$ cat src/rtl/bsmd_pkg.sv
`timescale 1ns / 1ps
// bsmd_pkg: shared types and constants of the bus shadow memory decoder
// no dependencies; used by every module of the block

package bsmd_pkg;

	localparam int DEF_MAIN_BYTES  = 8192;
	localparam int DEF_UPPER_BYTES = 4096;

	localparam logic [15:0] MAIN_BASE   = 16'h8000;
	localparam logic [15:0] UPPER_BASE  = 16'hA000;
	localparam logic [15:0] UPPER_END   = 16'hB000;
	localparam logic [15:0] FONT_ADDR   = 16'hE84C;
	localparam logic [15:0] COLUMN_ADDR = 16'hE000;
	localparam int          FONT_BIT    = 1;

	// offset within a window, wide enough for the largest store
	localparam int OFS_W = 13;

	localparam int QUEUE_DEPTH = 2;
	localparam int QAW         = $clog2(QUEUE_DEPTH);
	localparam int QCW         = $clog2(QUEUE_DEPTH + 1);

	typedef enum logic [2:0] {
		OP_NONE,
		OP_RD_MAIN,
		OP_WR_MAIN,
		OP_RD_UPPER,
		OP_WR_UPPER,
		OP_FONT,
		OP_COLUMN
	} op_t;

	typedef struct packed {
		op_t              op;
		logic [OFS_W-1:0] offset;
		logic [7:0]       data;
	} q_entry_t;

endpackage

$ cat src/rtl/bsmd_front.sv
`timescale 1ns / 1ps
// bsmd_front: accepts bus requests, decodes the address window and queues an operation
// depends on bsmd_pkg; holds the upper window enable register

module bsmd_front #(
	parameter int MAIN_BYTES  = bsmd_pkg::DEF_MAIN_BYTES,
	parameter int UPPER_BYTES = bsmd_pkg::DEF_UPPER_BYTES
) (
	input  logic                clk,
	input  logic                arst_n,
	input  logic                cfg_write_enable,
	input  logic                cfg_write_data,
	input  logic                in_valid,
	output logic                in_ready,
	input  logic                cmd,
	input  logic [15:0]         bus_address,
	input  logic [7:0]          bus_data,
	input  logic                clear_busy,
	input  logic                q_ready,
	output logic                q_push,
	output bsmd_pkg::q_entry_t  q_entry
);
	import bsmd_pkg::*;

	localparam int MAIN_STEPS  = (8192 + MAIN_BYTES - 1) / MAIN_BYTES - 1;
	localparam int UPPER_STEPS = (4096 + UPPER_BYTES - 1) / UPPER_BYTES - 1;
	localparam logic [OFS_W:0] MAIN_LIM  = (OFS_W + 1)'(MAIN_BYTES);
	localparam logic [OFS_W:0] UPPER_LIM = (OFS_W + 1)'(UPPER_BYTES);

	logic             upper_window_enable_q;
	logic             in_main;
	logic             in_upper;
	logic [OFS_W:0]   main_ofs;
	logic [OFS_W:0]   upper_ofs;
	op_t              op;

	always_ff @(posedge clk or negedge arst_n) begin
		if (!arst_n) begin
			upper_window_enable_q <= 1'b1;
		end else if (cfg_write_enable) begin
			upper_window_enable_q <= cfg_write_data;
		end
	end

	assign in_main  = (bus_address >= MAIN_BASE) && (bus_address < UPPER_BASE);
	assign in_upper = upper_window_enable_q && (bus_address >= UPPER_BASE) &&
		(bus_address < UPPER_END);

	// offset wraps modulo the store size
	always_comb begin
		main_ofs = {1'b0, bus_address[OFS_W-1:0]};
		for (int i = 0; i < MAIN_STEPS; i++) begin
			if (main_ofs >= MAIN_LIM) main_ofs = main_ofs - MAIN_LIM;
		end
		upper_ofs = {2'b00, bus_address[11:0]};
		for (int i = 0; i < UPPER_STEPS; i++) begin
			if (upper_ofs >= UPPER_LIM) upper_ofs = upper_ofs - UPPER_LIM;
		end
	end

	always_comb begin
		op = OP_NONE;
		if (cmd) begin
			if (in_main) op = OP_WR_MAIN;
			else if (in_upper) op = OP_WR_UPPER;
			else if (bus_address == FONT_ADDR) op = OP_FONT;
			else if (bus_address == COLUMN_ADDR) op = OP_COLUMN;
		end else begin
			if (in_main) op = OP_RD_MAIN;
			else if (in_upper) op = OP_RD_UPPER;
		end
	end

	assign in_ready       = q_ready && !clear_busy;
	assign q_push         = in_valid && in_ready;
	assign q_entry.op     = op;
	assign q_entry.offset = in_main ? main_ofs[OFS_W-1:0] : upper_ofs[OFS_W-1:0];
	assign q_entry.data   = bus_data;

endmodule

$ cat config.mk
export PLATFORM = sky130hd
export DESIGN_NAME = bsmd_front
export DESIGN_NICKNAME = d
export VERILOG_FILES = /design/src/rtl/bsmd_pkg.sv /design/src/rtl/bsmd_front.sv
export SDC_FILE = /design/constraint.sdc
export NUM_CORES = 1
export LEC_CHECK = 0
export BUFFER_PORTS_ARGS = -buffer_cell sky130_fd_sc_hd__buf_2
export CAP_MARGIN = 10
export CORE_AREA = 3 3 40 42
export DETAILED_ROUTE_END_ITERATION = 10
export DIE_AREA = 0 0 43 45
export GPL_ROUTABILITY_DRIVEN = 0
export MAX_ROUTING_LAYER = met4
export PLACE_DENSITY = 0.8
export SLEW_MARGIN = 20
export SYNTH_ARGS = -nofsm -noshare
export SYNTH_HDL_FRONTEND = slang
export SYNTH_SLANG_ARGS = --single-unit
$ cat constraint.sdc
create_clock -name clk -period 2 [get_ports clk]
set_input_delay 0.3 -clock clk [delete_from_list [all_inputs] [get_ports clk]]
set_output_delay 0.3 -clock clk [all_outputs]
set_load 0.005 [all_outputs]
Word-level counts from Yosys, hierarchy flattened
Index checks and enable logic that the tools add are counted.
Word-level totals
  register bits: 1
  latch bits: 0
  RAM bits: 0
  bits in read-only memories: 0
  input bits: 32
  output and inout bits: 26
  memories: 0
Cells by class
  add/subtract/negate cells: 0
  multiply operators: 0
  div/mod/pow operators: 0
  $lt $le $gt $ge: 4
  eq/ne operators: 2
  shift-type cells: 0
  muxes and demuxes: 8
  bitwise operators: 0
  reductions and logical operators: 6
Operators with widths (count)
  $eq 16x16->1 const B: 2
  $ge 16x16->1 const B: 2
  $lt 16x16->1 const B: 2
  $mux 3: 5
  $mux 13: 1
  $logic_and 1x1->1: 5
  $mux 2: 2
  $logic_not 1->1: 1

Logic depth before layout (Yosys ltp)
  depth after elaboration: 6
  gate-level depth with buffers: 3

Worst setup path after synthesis
Ideal clock, no wire load.
  path kind: in2out
  from: input port bus_address[2]
  to: output port q_entry[22] in the netlist's numbering
  data arrival time: 1101 ps
  setup slack: 599 ps
  stages: 2
  buffers on the path: 0
  cells stage by stage: or4_4 o31ai_1
RTL lines
  from (decl): line bsmd_front.sv:16  | input logic [15:0] bus_address,
  to (decl): line bsmd_front.sv:21  | output bsmd_pkg::q_entry_t q_entry

==> results.toml <==
[worst_setup_path]
crit_arrival_ns = 1.38
crit_path_start_kind = "input port"
regToRegSetupSlack_ns = 1.27
critPathTopFamily = "simple AND/OR/NAND/NOR gates"
critPathSlowestCell = "or4_4"
crit_required_ns = 1.70
crit_path_max_incr_delay_ns = 0.53
crit_fanout = 3
critPathBufInv = 2
cp.depth = 4
crit_end = "q_entry[22]"
crit_start = "bus_address[2]"
cp_cell_sequence = "buf_2 > or4_4 > o31ai_1 > buf_2"
path_class = "input port to output pin"
crit_top_cell = "buf_2"
worst_setup_path_end_kind = "output pin"
r2r-start = "upper_window_enable_q$_DFFE_PN1P_"
rr_worst_depth = 1
r2r_end = "upper_window_enable_q$_DFFE_PN1P_"

[synth]
avgSynthCellArea_um2 = 7.79
synthFlopType = "dfstp_2"
synth_edf_count = 0
synth_seq_cells = 1
synthTopCellsByCount = "buf_4, nor2b_1, inv_1, o31ai_1"
syn_area_um2 = 343
synth_top_area_share_pct = 43.8
async_reset_ff_share_pct = 100
yosysWarningCount = 0
synth_most_common_cell = "buf_4"
synthCells = 44
ys_seq_area_share_pct = 7.66
syn_nets = 76
ys_types = 20
synth.area.top_cells = "buf_4, dfstp_2, nor2b_1, o31ai_1, o22ai_2"
synth_area_leader_cell = "buf_4"

[grt]
gr-total-overflow = 0
grtUsageTotal_pct = 7.53
grt_pass1_vias = 302
grt_first_pass_wirelength_mm = 1.17
antenna_found_initial = 0
grt_max_degree = 5

[layout]
largest_registers = "upper_window_enable_q: 1 flops"
final_nets = 99
antenna_cells = 0
drive_above_1_share_pct = 69.2
area.growth.synth_to_final_pct = 21.5
largest_register = "upper_window_enable_q"
postLayoutCellArea_um2 = 417
largest_reg_flops = 1

[floorplan]
num_io_pins = 58
rows = 13
die_area_um2 = 1940
initial_utilization_pct = 26.7
dieHeight_um = 45
core_area_um2 = 1280
die_w_um = 43

[drt]
drt-pass1-iter-count = 2
drt_first_iter_violations = 2
drc_errors = 0
totalWireLength_um = 783
final_antenna_net_count = 0
vias = 367
wl_per_cell_um = 9.79
topRoutingLayerUsed = "met3"
viasPerCell = 4.59
dr_wl_met2_um = 344
wl_met3_um = 165
met1Wirelength_um = 273

[sta]
maxSlewHeadroom_pct = 82.8
tightest_slew_ns = 0.254
fin_skew_ns = 0
setup_viol = 0
finalHoldViolCount = 0
tns_ns = 0
fin_crit_sh_pct = 84.1
slew_viol_final = 0
grt_setup_unrepaired = "no"
layout_min_cycle_time_ns = 1.68
max_clock_freq_mhz = 594

[hold_path]
hp-class = "input port to asynchronous set/reset pin"

[cts]
cts_hold_buffers = 0
cts_resized = 0
cts_setup_buffers = 0
clk_pin_slew_ns = 0
clock_latency_ns = 0

[place]
io_buffers = 41
dpl-instance-area_um2 = 417

[power_and_ir_drop]
powerDensity_nw_per_um2 = 211
ir_drop_uv = 145
p_leak_nw = 0.230

[job]
maxCapViolations = 0

[run_status]
status = "finished clean"
[cells in the final DEF, fill, tap and decap left out, types with 2 or more instances in the layout]
cell     instances
buf_2           41
inv_1            2
nor2b_1          4
o31ai_1          2
[worst min path at each step]
stage	from	end	slack, ns	depth (start not counted)
floorplan	arst_n	upper_window_enable_q$_DFFE_PN1P_	0.15	0
global placement	arst_n	upper_window_enable_q$_DFFE_PN1P_	0.23	1
detailed placement	arst_n	upper_window_enable_q$_DFFE_PN1P_	0.24	1
CTS	arst_n	upper_window_enable_q$_DFFE_PN1P_	0.24	1
global route	arst_n	upper_window_enable_q$_DFFE_PN1P_	0.24	1
finish	arst_n	upper_window_enable_q$_DFFE_PN1P_	0.24	1
[per-layer routing]
metal,up-vias,GRT usage [%]
li1,181,-
met1,153,9.59
met2,33,13.2
met3,0,1.20
met4,0,0.602
met5,-,-
[area by class of cell]
class,count,area [µm²]
fill,147,868
inverter,2,7.51
tap,15,18.8
timing repair buffer,41,205
sequential,1,26.3
multi-input combinational,21,159
[cell families after synthesis]
logic type / synth area share [%]
buf+inv: 46.0
mux: 3.28
simple gates: 29.2
flops: 7.67
compound gates: 13.9
[power breakdown]
part           total (mW)  leakage (nW)  internal, mW  switching [mW]
Combinational      0.0619         0.219        0.0365          0.0254
Clock                   0             0             0               0
Sequential         0.0260        0.0105        0.0242         0.00180
Total              0.0879         0.230        0.0607          0.0272
[through the flow]
step / utilization [%] / cells / hold WS (ns) / setup slack, ns / power (mW)
6_report: 32.4 / 80 / 0.237 / 0.317 / 0.0879
5_1_grt: 32.4 / 80 / 0.241 / 0.203 / 0.0955
4_1_cts: 32.4 / 80 / 0.239 / 0.324 / 0.0890
3_5_place_dp: 32.4 / 80 / 0.239 / 0.345 / 0.0888
3_3_place_gp: 32.4 / 80 / 0.234 / 0.333 / 0.0867
2_1_floorplan: - / 44 / 0.152 / 0.599 / 0.0741
Power figures use the tool's default switching activity.
