$ cat config.mk
export PLATFORM = sky130hd
export DESIGN_NAME = bsmd_queue
export DESIGN_NICKNAME = d
export VERILOG_FILES = /design/src/rtl/bsmd_pkg.sv /design/src/rtl/bsmd_queue.sv
export SDC_FILE = /design/constraint.sdc
export NUM_CORES = 1
export LEC_CHECK = 0
export ABC_CLOCK_PERIOD_IN_PS = 2200
export BUFFER_PORTS_ARGS = -buffer_cell sky130_fd_sc_hd__buf_2
export CAP_MARGIN = 20
export CELL_PAD_IN_SITES_DETAIL_PLACEMENT = 1
export CELL_PAD_IN_SITES_GLOBAL_PLACEMENT = 1
export CORE_MARGIN = 8
export CORE_UTILIZATION = 40
export CTS_BUF_LIST = sky130_fd_sc_hd__clkbuf_2 sky130_fd_sc_hd__clkbuf_4 sky130_fd_sc_hd__clkbuf_8
export DETAILED_ROUTE_END_ITERATION = 16
export MAX_ROUTING_LAYER = met4
export PLACE_DENSITY = 0.86
export SLEW_MARGIN = 20
export SYNTH_ARGS = -nofsm -noshare
export SYNTH_HDL_FRONTEND = slang
export SYNTH_SLANG_ARGS = --single-unit
$ cat constraint.sdc
create_clock -name clk -period 2.2 [get_ports clk]
set_clock_uncertainty 0.2 [all_clocks]
set_input_delay 0.33 -clock clk [delete_from_list [all_inputs] [get_ports clk]]
set_output_delay 0.33 -clock clk [all_outputs]
set_load 0.1 [all_outputs]
$ cat src/rtl/bsmd_pkg.sv
`timescale 1ns / 1ps
// bsmd_pkg: shared types and constants of the bus shadow memory decoder
// no dependencies; used by every module of the block

package bsmd_pkg;

	localparam int DEF_MAIN_BYTES  = 8192;
	localparam int DEF_UPPER_BYTES = 4096;

	localparam logic [15:0] MAIN_BASE   = 16'h8000;
	localparam logic [15:0] UPPER_BASE  = 16'hA000;
	localparam logic [15:0] UPPER_END   = 16'hB000;
	localparam logic [15:0] FONT_ADDR   = 16'hE84C;
	localparam logic [15:0] COLUMN_ADDR = 16'hE000;
	localparam int          FONT_BIT    = 1;

	// offset within a window, wide enough for the largest store
	localparam int OFS_W = 13;

	localparam int QUEUE_DEPTH = 2;
	localparam int QAW         = $clog2(QUEUE_DEPTH);
	localparam int QCW         = $clog2(QUEUE_DEPTH + 1);

	typedef enum logic [2:0] {
		OP_NONE,
		OP_RD_MAIN,
		OP_WR_MAIN,
		OP_RD_UPPER,
		OP_WR_UPPER,
		OP_FONT,
		OP_COLUMN
	} op_t;

	typedef struct packed {
		op_t              op;
		logic [OFS_W-1:0] offset;
		logic [7:0]       data;
	} q_entry_t;

endpackage

$ cat src/rtl/bsmd_queue.sv
`timescale 1ns / 1ps
// bsmd_queue: short queue of decoded operations between front and back
// depends on bsmd_pkg

module bsmd_queue (
	input  logic                clk,
	input  logic                arst_n,
	input  logic                push,
	input  bsmd_pkg::q_entry_t  push_entry,
	output logic                push_ready,
	input  logic                pop,
	output logic                pop_valid,
	output bsmd_pkg::q_entry_t  pop_entry
);
	import bsmd_pkg::*;

	q_entry_t         slot_q [QUEUE_DEPTH];
	logic [QAW-1:0]   wr_ptr_q;
	logic [QAW-1:0]   rd_ptr_q;
	logic [QCW-1:0]   count_q;
	logic             do_push;
	logic             do_pop;

	assign push_ready = count_q != QCW'(QUEUE_DEPTH);
	assign pop_valid  = count_q != '0;
	assign pop_entry  = slot_q[rd_ptr_q];
	assign do_push    = push && push_ready;
	assign do_pop     = pop && pop_valid;

	always_ff @(posedge clk) begin
		if (do_push) slot_q[wr_ptr_q] <= push_entry;
	end

	always_ff @(posedge clk or negedge arst_n) begin
		if (!arst_n) begin
			wr_ptr_q <= '0;
			rd_ptr_q <= '0;
			count_q  <= '0;
		end else begin
			if (do_push) begin
				wr_ptr_q <= (wr_ptr_q == QAW'(QUEUE_DEPTH - 1)) ? '0 : wr_ptr_q + 1'b1;
			end
			if (do_pop) begin
				rd_ptr_q <= (rd_ptr_q == QAW'(QUEUE_DEPTH - 1)) ? '0 : rd_ptr_q + 1'b1;
			end
			case ({do_push, do_pop})
				2'b10:   count_q <= count_q + 1'b1;
				2'b01:   count_q <= count_q - 1'b1;
				default: count_q <= count_q;
			endcase
		end
	end

endmodule

Word-level counts from Yosys, hierarchy flattened. Memories as Yosys holds them, arrays and structs flattened. Cells that the tools add are included.

Add/sub/neg operators: 4. $mul: 0. Divide/modulo/power cells: 0. Magnitude comparators: 0. Equal/unequal tests: 3. Shift operators: 0. Multiplexer cells: 5. Bitwise logic cells: 0. Reductions and logical operators: 4.

Operators by type and width (number): 1-bit two-way mux (4); 2-bit one-hot mux with 2 select lines (1); 2-bit nonzero test (2); 1-bit adder (second input constant) (2); 2-bit by 1-bit adder with 2-bit output (second input constant) (1); 2-bit by 1-bit == test with 1-bit output (second input constant) (1); 2-bit == test (second input constant) (1); 1-bit logical AND (2); 2-bit != test (second input constant) (1); 2-bit by 1-bit subtractor with 2-bit output (second input constant) (1).

Bits in registers: 4. Latch bits: 0. RAM bits: 48. Memory bits (read-only): 0. Output and inout port bits: 26. Memories: 1.

Memory list: slot_q (words 2, bits a word 24, rd ports 1, clocked after Yosys merged registers in 0, write ports 1, line bsmd_queue.sv:17) `q_entry_t slot_q [QUEUE_DEPTH];`.

Depth between registers and ports, before layout.
Depth in word-level cells: 4. Depth in mapped cells: 6.

Worst setup path before layout. No wires, ideal clock.

Path kind: register -> register. Start: register count_q[0]. End: memory slot_q[0][0] in the netlist's numbering, enable pin. Arrival: 2524 ps. Data required time: 1595 ps. Slack: -929 ps. Stages on the path, launching flop included: 4. Path buffers: 0. Clock period less this slack: 3129 ps. Path through: dfrtp_1 > nand2b_1 > nand2_1 > nor2_1.

Longest elaborated chain between the ends: 4.

Ends and longest elaborated chain: start: declaration (line bsmd_queue.sv:20) `logic [QCW-1:0] count_q;`; start signal: assignment (line bsmd_queue.sv:47) `2'b10: count_q <= count_q + 1'b1;`; start signal: assignment (line bsmd_queue.sv:48) `2'b01: count_q <= count_q - 1'b1;`; start signal: assignment (line bsmd_queue.sv:49) `default: count_q <= count_q;`; 2-bit != test (line bsmd_queue.sv:24) `assign push_ready = count_q != QCW'(QUEUE_DEPTH);`; via push_ready (line bsmd_queue.sv:10) `output logic push_ready,`; 1-bit logical AND (line bsmd_queue.sv:27) `assign do_push = push && push_ready;`; 1-bit two-way mux (line bsmd_queue.sv:31) `if (do_push) slot_q[wr_ptr_q] <= push_entry;`; 1-bit two-way mux (not written as such) (line bsmd_queue.sv:31); end: declaration (line bsmd_queue.sv:17).

The timed path passes the listed nets, and every way through them passes these cells.

==> metrics.cfg <==
[cells_and_area]
layout-drive-gt1-share = 0.581
n_antenna_cell = 0
syn2layout_area_growth_pct = 46.3
nFillCells = 415
fin_nets = 188

[die]
initial_utilization = 0.414
die_y_um = 85.7
die_width_um = 85.7
num_io_pins = 54
core_mm2 = 0.00469
rows = 25
die_area_mm2 = 0.00734

[drt]
antenna_left = 0
wl_per_cell_um = 18.5
viasPerCell = 4.89
dr.pass1.iters = 4
postRouteWirelength_mm = 3.96
drcViolationCount = 0
drt_iter0_markers = 30
num_vias = 1047

[clock_tree]
cts_max_level = 2
cts_made_buffers = 5
post_cts_buffers = 0
cts_sinks = 52
clock_path_buffers = 2
cts_tree = yes
clk_latency_ns = 0.29
cts.clk_slew.worst_paths_ns = 0.09
cts_root_buffer = clkbuf_8
post_cts_resized = 0

[logic_synthesis]
ys_warn_count = 0
ys_seq_area_frac = 0.794
netlist-cell-type-count = 13
avgSynthCellArea_um2 = 21.1
synth_nets = 121
synth_cells = 92
syn_area_mm2 = 0.00194
synth_seq_cells = 52

[critical_path]
worstPathCellList = buf_4 > mux2_2 > buf_12
critPathKind = flip-flop to primary output
cp.required_ns = 1.67
cp-start-kind = flip-flop
cp.arrival_ns = 1.45
crit_fanout = 14
crit_family = buffers and inverters
crit_buf_inv = 2
cpPeakStageDelay_ns = 0.39
cp_slowest_cell = mux2_2
end_kind = primary output

[placed_design]
place.gp.congestion = 0.671
port_buffers = 53
dp_hpwl_mm = 3.01

[global_route]
grtUsageTotal = 0.119
grt_remaining_overflow = 0
grt_pass1_wl_mm = 6.29
grt_antenna_before_repair = 0
grt_pass1_vias = 1226
grt_max_degree = 25

[run_status]
status = finished clean

[timing]
rsz0062_at_grt = false
tns_ns = 0
worst_slew_pin_slew_ns = 0.593
period_needed_ns = 1.98
setup_violations = 0
hold_viol = 0
relSlewSlack = 0.605
finalCritPeriodShare = 0.900
fmax_ghz = 0.505
finalMaxSlewViolations = 0

[worst_hold_path]
min_path_type = primary input to flip-flop

[flow_run]
maxCapViolCount = 0

what timing repair did:
item / in CTS / in global routing
endpoints found under the setup margin: 0 / 0
hold buffers: 5 / 1
hold endpoints to repair: 12 / 2
synth_stat cells (all sizes together):
library cell  number  area [um2]
dfrtp              4         100
edfxtp            48        1440
nor2               2        7.51
and2               1        8.76
xor2               2        17.5
and3               1        6.26
xnor2              3        26.3
or2                1        6.26
mux2              24         270
ha                 1        12.5
nand2              1        3.75
buf                3        33.8
nand2b             1        6.26
path summary, 6_finish.rpt:
kind	start	slack, ns	cells past startpoint	end
worst max-delay path	rd_ptr_q	0.22	3	pop_entry[18]
min in group asynchronous	arst_n	0.16	2	rd_ptr_q
max in group asynchronous	arst_n	1.52	2	wr_ptr_q
worst min-delay path	push_entry[5]	0.02	1	slot_q[0][5]
worst max register to register	count_q[0]	0.46	2	slot_q[1][2]
worst min register to register	count_q[1]	0.33	1	count_q[1]
cell families (layout without fill, tap and decap cells):
logic type | after synthesis | after routing | share of synthesized area
buf+inv | 3 | 71 | 0.0174
fa+ha+maj | 1 | 1 | 0.00645
xor+xnor | 5 | 5 | 0.0226
simple gates | 7 | 7 | 0.0200
flops | 52 | 52 | 0.794
mux | 24 | 24 | 0.139
flip-flops by register name, summed over array words and instances (netlist names):
register and count:
rd_ptr_q 1, wr_ptr_q 1, slot_q 48, count_q 2
cells in the final DEF (no fill, tap or decap), types with 2 or more instances in the layout:
| master | netlist | routed |
|---|---|---|
| buf_12 | 0 | 24 |
| buf_2 | 0 | 29 |
| buf_4 | 0 | 4 |
| bufinv_16 | 0 | 2 |
| clkbuf_8 | 0 | 5 |
| dfrtp_1 | 4 | 4 |
| dlygate4sd3_1 | 0 | 6 |
| edfxtp_1 | 48 | 48 |
| mux2_2 | 24 | 24 |
| xnor2_1 | 3 | 3 |
| xor2_1 | 2 | 2 |
metrics by stage:
step / area, um2 / utilization / setup WS (ns) / instances / hold WS, ns
global route: 2840 / 0.605 / 0.125 / 214 / 0.000187
finish: 2840 / 0.605 / 0.220 / 214 / 0.0178
floorplan: 1950 / - / 0.0334 / 92 / -0.166
CTS: 2830 / 0.603 / 0.185 / 213 / 0.000360
global placement: 2640 / 0.563 / 0.555 / 200 / -0.0639
detailed placement: 2640 / 0.563 / 0.418 / 200 / -0.0598
per-layer routing:
layer / global-route usage / share of wire
met1: 0.115 / 0.39
met2: 0.211 / 0.54
met3: 0.0420 / 0.058
met4: 0.0478 / 0.015
met5: - / 0
area by class of cell:
cell class	count	area (um2)	area share
flip-flops and latches	52	1540	0.543
well taps	54	67.6	0.0238
repair buffers	63	716	0.252
clock buffers	5	68.8	0.0242
clock inverters	3	68.8	0.0242
multi-input cells	37	377	0.133
Power is not shown: default switching activity piles up to over one toggle a cycle in this logic, so the estimate is an artifact.
